--- src/rtl/core/rhc_pkg.sv ---
// shared types and constants for the rgb to hsl converter
package rhc_pkg;

  localparam int unsigned PIX_W = 8;
  localparam int unsigned HUE_W = 15;
  localparam int unsigned SAT_W = 16;
  localparam int unsigned SUM_W = 9;

  // divider geometry: 24-bit numerator, 8-bit divisor, 16 quotient bits
  localparam int unsigned DEN_W          = 8;
  localparam int unsigned QUO_W          = 16;
  localparam int unsigned NUM_W          = DEN_W + QUO_W;
  localparam int unsigned BITS_PER_STAGE = 2;
  localparam int unsigned DIV_STAGES     = QUO_W / BITS_PER_STAGE;

  // hue in 1/64 degree
  localparam logic [HUE_W-1:0] HUE_SECTOR = 15'd3840;
  localparam logic [HUE_W-1:0] HUE_GREEN  = 15'd7680;
  localparam logic [HUE_W-1:0] HUE_BLUE   = 15'd15360;
  localparam logic [HUE_W-1:0] HUE_FULL   = 15'd23040;

  // which component is largest; red wins ties over green, green over blue
  typedef enum logic [1:0] {
    SECT_RED,
    SECT_GREEN,
    SECT_BLUE
  } sector_t;

  // per-pixel side information carried alongside the dividers
  typedef struct packed {
    sector_t          sector;
    logic             neg;
    logic             grey;
    logic [SUM_W-1:0] sum;
  } side_t;

endpackage

--- src/rtl/core/rgb_to_hsl_converter.sv ---
// rgb to hsl converter top level: one pixel per clock while m_axis is not stalled, pipelined dividers
//
//   channel   direction  tdata fields (lowest bit up)
//   s_axis    in         red[7:0] green[15:8] blue[23:16]
//   m_axis    out        hue[14:0] saturation[30:15] lightness_sum[39:31]
//
// eleven register stages: min/max, numerators, eight divider stages of two
// quotient bits each, then hue assembly into the output register.
// one pixel per cycle is sustained while m_axis_tready stays high. rst
// clears all valid bits; data registers are not reset. each stage holds
// while the stage after it is full and stalled, so bubbles are squeezed
// out and input keeps flowing while a result waits, until they are gone.
module rgb_to_hsl_converter (
  input  logic        clk,
  input  logic        rst,
  input  logic        s_axis_tvalid,
  output logic        s_axis_tready,
  input  logic [23:0] s_axis_tdata,   // red[7:0], green[15:8], blue[23:16]
  output logic        m_axis_tvalid,
  input  logic        m_axis_tready,
  output logic [39:0] m_axis_tdata    // hue[14:0], saturation[30:15], lightness_sum[39:31]
);

  localparam int unsigned DIV_BASE = 2;
  localparam int unsigned LAST     = DIV_BASE + rhc_pkg::DIV_STAGES;
  localparam int unsigned STAGES   = LAST + 1;

  logic [STAGES-1:0] vld;
  logic [STAGES-1:0] adv;

  // stall chain: a stage loads when it is empty or the next one loads
  always_comb begin
    adv[LAST] = !vld[LAST] || m_axis_tready;
    for (int k = LAST - 1; k >= 0; k--) begin
      adv[k] = !vld[k] || adv[k+1];
    end
  end

  assign s_axis_tready = adv[0];

  always_ff @(posedge clk) begin
    if (rst) begin
      vld <= '0;
    end else begin
      if (adv[0]) begin
        vld[0] <= s_axis_tvalid;
      end
      for (int k = 1; k < STAGES; k++) begin
        if (adv[k]) begin
          vld[k] <= vld[k-1];
        end
      end
    end
  end

  // stage 0: max, min, sector and hue difference
  logic [rhc_pkg::PIX_W-1:0] red;
  logic [rhc_pkg::PIX_W-1:0] green;
  logic [rhc_pkg::PIX_W-1:0] blue;
  logic [rhc_pkg::PIX_W-1:0] mx;
  logic [rhc_pkg::PIX_W-1:0] mn;
  logic [rhc_pkg::PIX_W-1:0] dp;
  logic [rhc_pkg::PIX_W-1:0] dm;
  rhc_pkg::side_t            side_next;

  assign red   = s_axis_tdata[7:0];
  assign green = s_axis_tdata[15:8];
  assign blue  = s_axis_tdata[23:16];

  always_comb begin
    mn = red;
    if (green < mn) mn = green;
    if (blue < mn) mn = blue;
    priority if (red >= green && red >= blue) begin
      mx               = red;
      side_next.sector = rhc_pkg::SECT_RED;
      dp               = green;
      dm               = blue;
    end else if (green >= blue) begin
      mx               = green;
      side_next.sector = rhc_pkg::SECT_GREEN;
      dp               = blue;
      dm               = red;
    end else begin
      mx               = blue;
      side_next.sector = rhc_pkg::SECT_BLUE;
      dp               = red;
      dm               = green;
    end
    side_next.neg  = (dp < dm);
    side_next.grey = (mx == mn);
    side_next.sum  = {1'b0, mx} + {1'b0, mn};
  end

  rhc_pkg::side_t            side [LAST];
  logic [rhc_pkg::PIX_W-1:0] chroma0;
  logic [rhc_pkg::PIX_W-1:0] absd0;

  always_ff @(posedge clk) begin
    if (adv[0]) begin
      chroma0 <= mx - mn;
      absd0   <= side_next.neg ? (dm - dp) : (dp - dm);
    end
  end

  // stage 1: numerators and saturation divisor
  logic [rhc_pkg::NUM_W-1:0] sat_num;
  logic [rhc_pkg::NUM_W-1:0] hue_num;
  logic [rhc_pkg::DEN_W-1:0] sat_den;
  logic [rhc_pkg::DEN_W-1:0] hue_den;
  logic [rhc_pkg::SUM_W-1:0] flip_sum;
  logic [19:0]               hue_prod;

  assign flip_sum = 9'd510 - side[0].sum;
  assign hue_prod = 20'(absd0) * 20'(rhc_pkg::HUE_SECTOR);

  always_ff @(posedge clk) begin
    if (adv[1]) begin
      // chroma * 65535
      sat_num <= {chroma0, 16'd0} - {16'd0, chroma0};
      hue_num <= {4'd0, hue_prod};
      sat_den <= (side[0].sum <= 9'd255) ? side[0].sum[7:0] : flip_sum[7:0];
      hue_den <= chroma0;
    end
  end

  // divider stages, side data travels in step
  logic [rhc_pkg::QUO_W-1:0] sat_quo;
  logic [rhc_pkg::QUO_W-1:0] hue_quo;

  rhc_div u_sat_div (
    .clk (clk),
    .adv (adv[LAST-1:DIV_BASE]),
    .num (sat_num),
    .den (sat_den),
    .quo (sat_quo)
  );

  rhc_div u_hue_div (
    .clk (clk),
    .adv (adv[LAST-1:DIV_BASE]),
    .num (hue_num),
    .den (hue_den),
    .quo (hue_quo)
  );

  // side data moves with every stage up to the output
  always_ff @(posedge clk) begin
    if (adv[0]) begin
      side[0] <= side_next;
    end
    for (int k = 1; k < LAST; k++) begin
      if (adv[k]) begin
        side[k] <= side[k-1];
      end
    end
  end

  // last stage: signed offset, sector base and wrap
  rhc_pkg::side_t            sd;
  logic [rhc_pkg::HUE_W-1:0] q;
  logic [rhc_pkg::HUE_W-1:0] hue_next;

  assign sd = side[LAST-1];
  assign q  = hue_quo[rhc_pkg::HUE_W-1:0];

  always_comb begin
    unique case (sd.sector)
      rhc_pkg::SECT_RED: begin
        hue_next = (sd.neg && q != '0) ? (rhc_pkg::HUE_FULL - q) : q;
      end
      rhc_pkg::SECT_GREEN: begin
        hue_next = sd.neg ? (rhc_pkg::HUE_GREEN - q) : (rhc_pkg::HUE_GREEN + q);
      end
      rhc_pkg::SECT_BLUE: begin
        hue_next = sd.neg ? (rhc_pkg::HUE_BLUE - q) : (rhc_pkg::HUE_BLUE + q);
      end
      default: begin
        hue_next = '0;
      end
    endcase
  end

  logic [rhc_pkg::HUE_W-1:0] hue;
  logic [rhc_pkg::SAT_W-1:0] saturation;
  logic [rhc_pkg::SUM_W-1:0] lightness_sum;

  always_ff @(posedge clk) begin
    if (adv[LAST]) begin
      hue           <= sd.grey ? '0 : hue_next;
      saturation    <= sd.grey ? '0 : sat_quo;
      lightness_sum <= sd.sum;
    end
  end

  assign m_axis_tvalid = vld[LAST];
  assign m_axis_tdata  = {lightness_sum, saturation, hue};

endmodule

--- src/rtl/core/rhc_div.sv ---
// pipelined restoring divider, two quotient bits per stage
module rhc_div (
  input  logic                                clk,
  input  logic [rhc_pkg::DIV_STAGES-1:0]      adv,   // per-stage load enables
  input  logic [rhc_pkg::NUM_W-1:0]           num,   // num < den * 2**QUO_W
  input  logic [rhc_pkg::DEN_W-1:0]           den,
  output logic [rhc_pkg::QUO_W-1:0]           quo
);

  localparam int unsigned RQ_W = rhc_pkg::DEN_W + rhc_pkg::QUO_W;

  // partial remainder in the top bits, numerator bits shifting out and
  // quotient bits shifting in below it
  logic [RQ_W-1:0]          rq  [rhc_pkg::DIV_STAGES];
  logic [rhc_pkg::DEN_W-1:0] dv [rhc_pkg::DIV_STAGES];

  // one shift-compare-subtract step
  function automatic logic [RQ_W-1:0] div_step(input logic [RQ_W-1:0] rq_in,
                                               input logic [rhc_pkg::DEN_W-1:0] d);
    logic [rhc_pkg::DEN_W:0] t;
    logic [rhc_pkg::DEN_W:0] diff;
    logic                    ge;
    t        = {rq_in[RQ_W-1:rhc_pkg::QUO_W], rq_in[rhc_pkg::QUO_W-1]};
    ge       = (t >= {1'b0, d});
    diff     = t - {1'b0, d};
    div_step = {(ge ? diff[rhc_pkg::DEN_W-1:0] : t[rhc_pkg::DEN_W-1:0]),
                rq_in[rhc_pkg::QUO_W-2:0], ge};
  endfunction

  for (genvar j = 0; j < rhc_pkg::DIV_STAGES; j++) begin : g_stage
    logic [RQ_W-1:0]           rq_src;
    logic [RQ_W-1:0]           rq_next;
    logic [rhc_pkg::DEN_W-1:0] dv_src;

    // stage input: the numerator itself or the previous stage
    if (j == 0) begin : g_first
      assign rq_src = num;
      assign dv_src = den;
    end else begin : g_rest
      assign rq_src = rq[j-1];
      assign dv_src = dv[j-1];
    end

    always_comb begin
      rq_next = rq_src;
      for (int s = 0; s < rhc_pkg::BITS_PER_STAGE; s++) begin
        rq_next = div_step(rq_next, dv_src);
      end
    end

    always_ff @(posedge clk) begin
      if (adv[j]) begin
        rq[j] <= rq_next;
        dv[j] <= dv_src;
      end
    end
  end

  assign quo = rq[rhc_pkg::DIV_STAGES-1][rhc_pkg::QUO_W-1:0];

endmodule

--- config.mk ---
export PLATFORM = sky130hd
export DESIGN_NAME = rgb_to_hsl_converter
export DESIGN_NICKNAME = d
export VERILOG_FILES = /design/src/rtl/core/rhc_pkg.sv /design/src/rtl/core/rgb_to_hsl_converter.sv /design/src/rtl/core/rhc_div.sv
export SDC_FILE = /design/constraint.sdc
export NUM_CORES = 1
export LEC_CHECK = 0
export ABC_AREA = 1
export BUFFER_PORTS_ARGS = -buffer_cell sky130_fd_sc_hd__buf_2
export CORE_MARGIN = 3
export CORE_UTILIZATION = 29
export DETAILED_ROUTE_END_ITERATION = 7
export PLACE_DENSITY = 0.5
export REMOVE_ABC_BUFFERS = 1
export SLEW_MARGIN = 20
export SYNTH_ARGS = -nofsm -noshare
export SYNTH_HDL_FRONTEND = slang
export SYNTH_SLANG_ARGS = --single-unit
--- constraint.sdc ---
create_clock -name clk -period 11.2 [get_ports clk]
set_input_delay 1.68 -clock clk [delete_from_list [all_inputs] [get_ports clk]]
set_output_delay 1.68 -clock clk [all_outputs]
set_load 0.1 [all_outputs]
==> qor.txt <==
Post-Synth Adder-Cell Area = 13.8%
period utilisation layout = 61.2%
kind of critical path = in -> out
largest net degree at the start of global routing = 70
largest cells by area after synthesis = edfxtp_1, ha_1, nand2_1, inv_1, a21oi_1
Synth async-reset ratio = 0%
WP data arrival = 5.18 ns
count leader, synth = nand2_1
num rows = 130
syn_area_per_cell = 10.2 um2
unrepaired setup endpoints after global routing = no
area grow syn2layout = 12.8%
compound-cell area share of the yosys netlist = 8.20%
EDFF count, synth = 639
Clock Skew = 0.0125 ns
Hold-fix buffers, CTS = 0
most numerous cell on the critical path = nor2_2
layout cells sized above 1 = 8.48%
Worst setup SP type = primary input
worst slew pin tran = 0.918 ns
cell taking the most area after synthesis = edfxtp_1
DR iter-0 viols = 1397
total track usage = 11.7%
Routed WL = 77700 um
fmax = 146 MHz
WL/cell = 14.2 um
crit-path max FO = 67
Rel. slew slack = 38.8%
Simple-Gate Fraction of Synth Area = 15.8%
Ports = 70
MaxCap Viol Count = 0
Slew Limit Fails = 0
total die area = 133000 um2
post_cts resized = 0
initial antenna violation count = 6
grt ovf = 0
multiplexer share of the synthesized area = 0.0268%
Root Driver = clkbuf_16
# H-tree levels = 3
global-route wire length before repair = 127000 um
die height = 365 um
clock sinks = 650
# setup viols final = 0
setup TNS = 0 ns
CP max stage cell = buf_4
Synth Flop Type = edfxtp_1
via/cell ratio = 4.48
largest family of logic cells by synthesized area = simple AND/OR/NAND/NOR gates
synth warn = 0
Synth Instances = 3642
fin nets = 4176
post-route ant nets = 0
post-CTS setup buffers = 0
Initial Util = 29.5%
post-synthesis xor/xnor area fraction = 4.81%
CTS Buf Count = 75
top cell type's share of synthesized area = 51.4%
Crit Reg-Reg Startpoint = sat_num[0]$_DFFE_PP_
number of vias in the routed layout = 24532
drt first pass iters = 5
delay-heaviest family, CP = buffers and inverters
crit end category = output pin
worst-path cell chain = buf_2 -> nor2_1 -> inv_2 -> buf_4 -> nor2_2 -> nand2_4 -> nor2_2 -> nand2_2 -> nor2_2 -> nand2_2 -> buf_4 -> nor2_2 -> nand2_2 -> nor2_2 -> nand2_1 -> buf_4 -> buf_2
RePlAce Congestion = 0.847
Synth cell types = 63
dpl hpwl = 59800 um
Critical path buffers and inverters = 6
post-synthesis sequential area ratio = 52.0%
clk slew on worst S/H paths = 0.06 ns
dpl ws = 4.22 ns
Clock Tree Buf Depth = 3
min Tclk post-route = 6.86 ns
PortBufs = 69
Die X = 365 um
most frequent cells after synthesis = nand2_1, edfxtp_1, inv_1
CTS tree = yes
Post-route DRC = 0
Worst Setup SP = m_axis_tready
worst path required time = 9.52 ns
vias in the first global route = 23981
Hold Crit Start = u_sat_div.rq[0][0]$_DFFE_PP_
Fin. Hold Viols = 0
Core Footprint = 127000 um2
CP peak stage delay = 0.64 ns
Mapped Area = 37300 um2
worst min path class = reg -> reg
later-pin clock latency in the skew report = 0.62 ns
worst setup margin = 4.34 ns
Seq cells post-synth = 650
status = completed
## flip-flops by register name, summed over array words and instances, names as in the netlist
name	cells
u_sat_div.dv	49
chroma0	8
sat_den	7
vld	11
absd0	8
u_hue_div.dv	50
saturation	16
hue_den	7
u_sat_div.rq	180
sat_num	23
side	123
hue	15
u_hue_div.rq	132
hue_num	12
lightness_sum	9
## cell type report
class | count | area, um2
Clock inverter | 46 | 519
Multi-Input combinational cell | 2481 | 15900
Tap cell | 1650 | 2060
Clock buffer | 89 | 1930
Sequential cell | 650 | 19400
Fill cell | 12735 | 84600
Inverter | 471 | 1770
Antenna cell | 1 | 2.50
Timing Repair Buffer | 84 | 458
## logic make-up (layout without fill, tap and decap cells)
group / count (synthesis) / count (layout)
AND/OR/NAND/NOR: 1366 / 1366
flip-flops: 650 / 650
AO/OA/AOI/OAI: 524 / 524
buffers and inverters: 511 / 690
adder cells (fa/ha/maj): 385 / 385
XOR/XNOR: 205 / 205
multiplexers: 1 / 1
other: 0 / 1
## final timing paths
path | endpoint | slack [ns] | cells past startpoint
setup / recovery | s_axis_tready | 4.34 | 17
hold / removal | u_sat_div.rq[1][2]$_DFFE_PP_ | 0.41 | 0
setup reg to reg | u_hue_div.rq[0][17]$_DFFE_PP_ | 6.83 | 22
hold reg to reg | u_sat_div.rq[1][2]$_DFFE_PP_ | 0.41 | 0
## stage by stage
stage	hold WS (ns)	util [%]	instances	cell area [um2]
6_report	0.412	33.2	5472	42100
5_1_grt	0.417	33.2	5471	42100
4_1_cts	0.407	33.2	5470	42100
3_5_place_dp	0.405	31.3	5335	39600
3_3_place_gp	0.402	31.3	5335	39600
2_1_floorplan	0.400	-	3602	37100
## cells in the final DEF, fill, tap and decap left out, drive strengths merged, types with 17 or more instances in the layout
cell / Yosys / final
buf: 25 / 83
ha: 341 / 341
o21ai: 157 / 157
nand3: 223 / 223
inv: 470 / 475
nor2: 290 / 290
xnor2: 68 / 68
nand2: 711 / 711
xor2: 137 / 137
clkinv: 1 / 30
fa: 44 / 44
or2: 17 / 17
nand4: 64 / 64
nor3: 41 / 41
edfxtp: 639 / 639
o211ai: 20 / 20
a21oi: 269 / 269
clkbuf: 15 / 90
## routing by layer
layer	wire length, um	GRT usage, %
met5	0	0
met4	1880	3.15
met2	37500	20.2
met1	35900	15.3
met3	2370	1.77
Power is left out: the tool's default activity adds up to more than one toggle a clock period on the data nets, which glitch-free logic cannot reach.
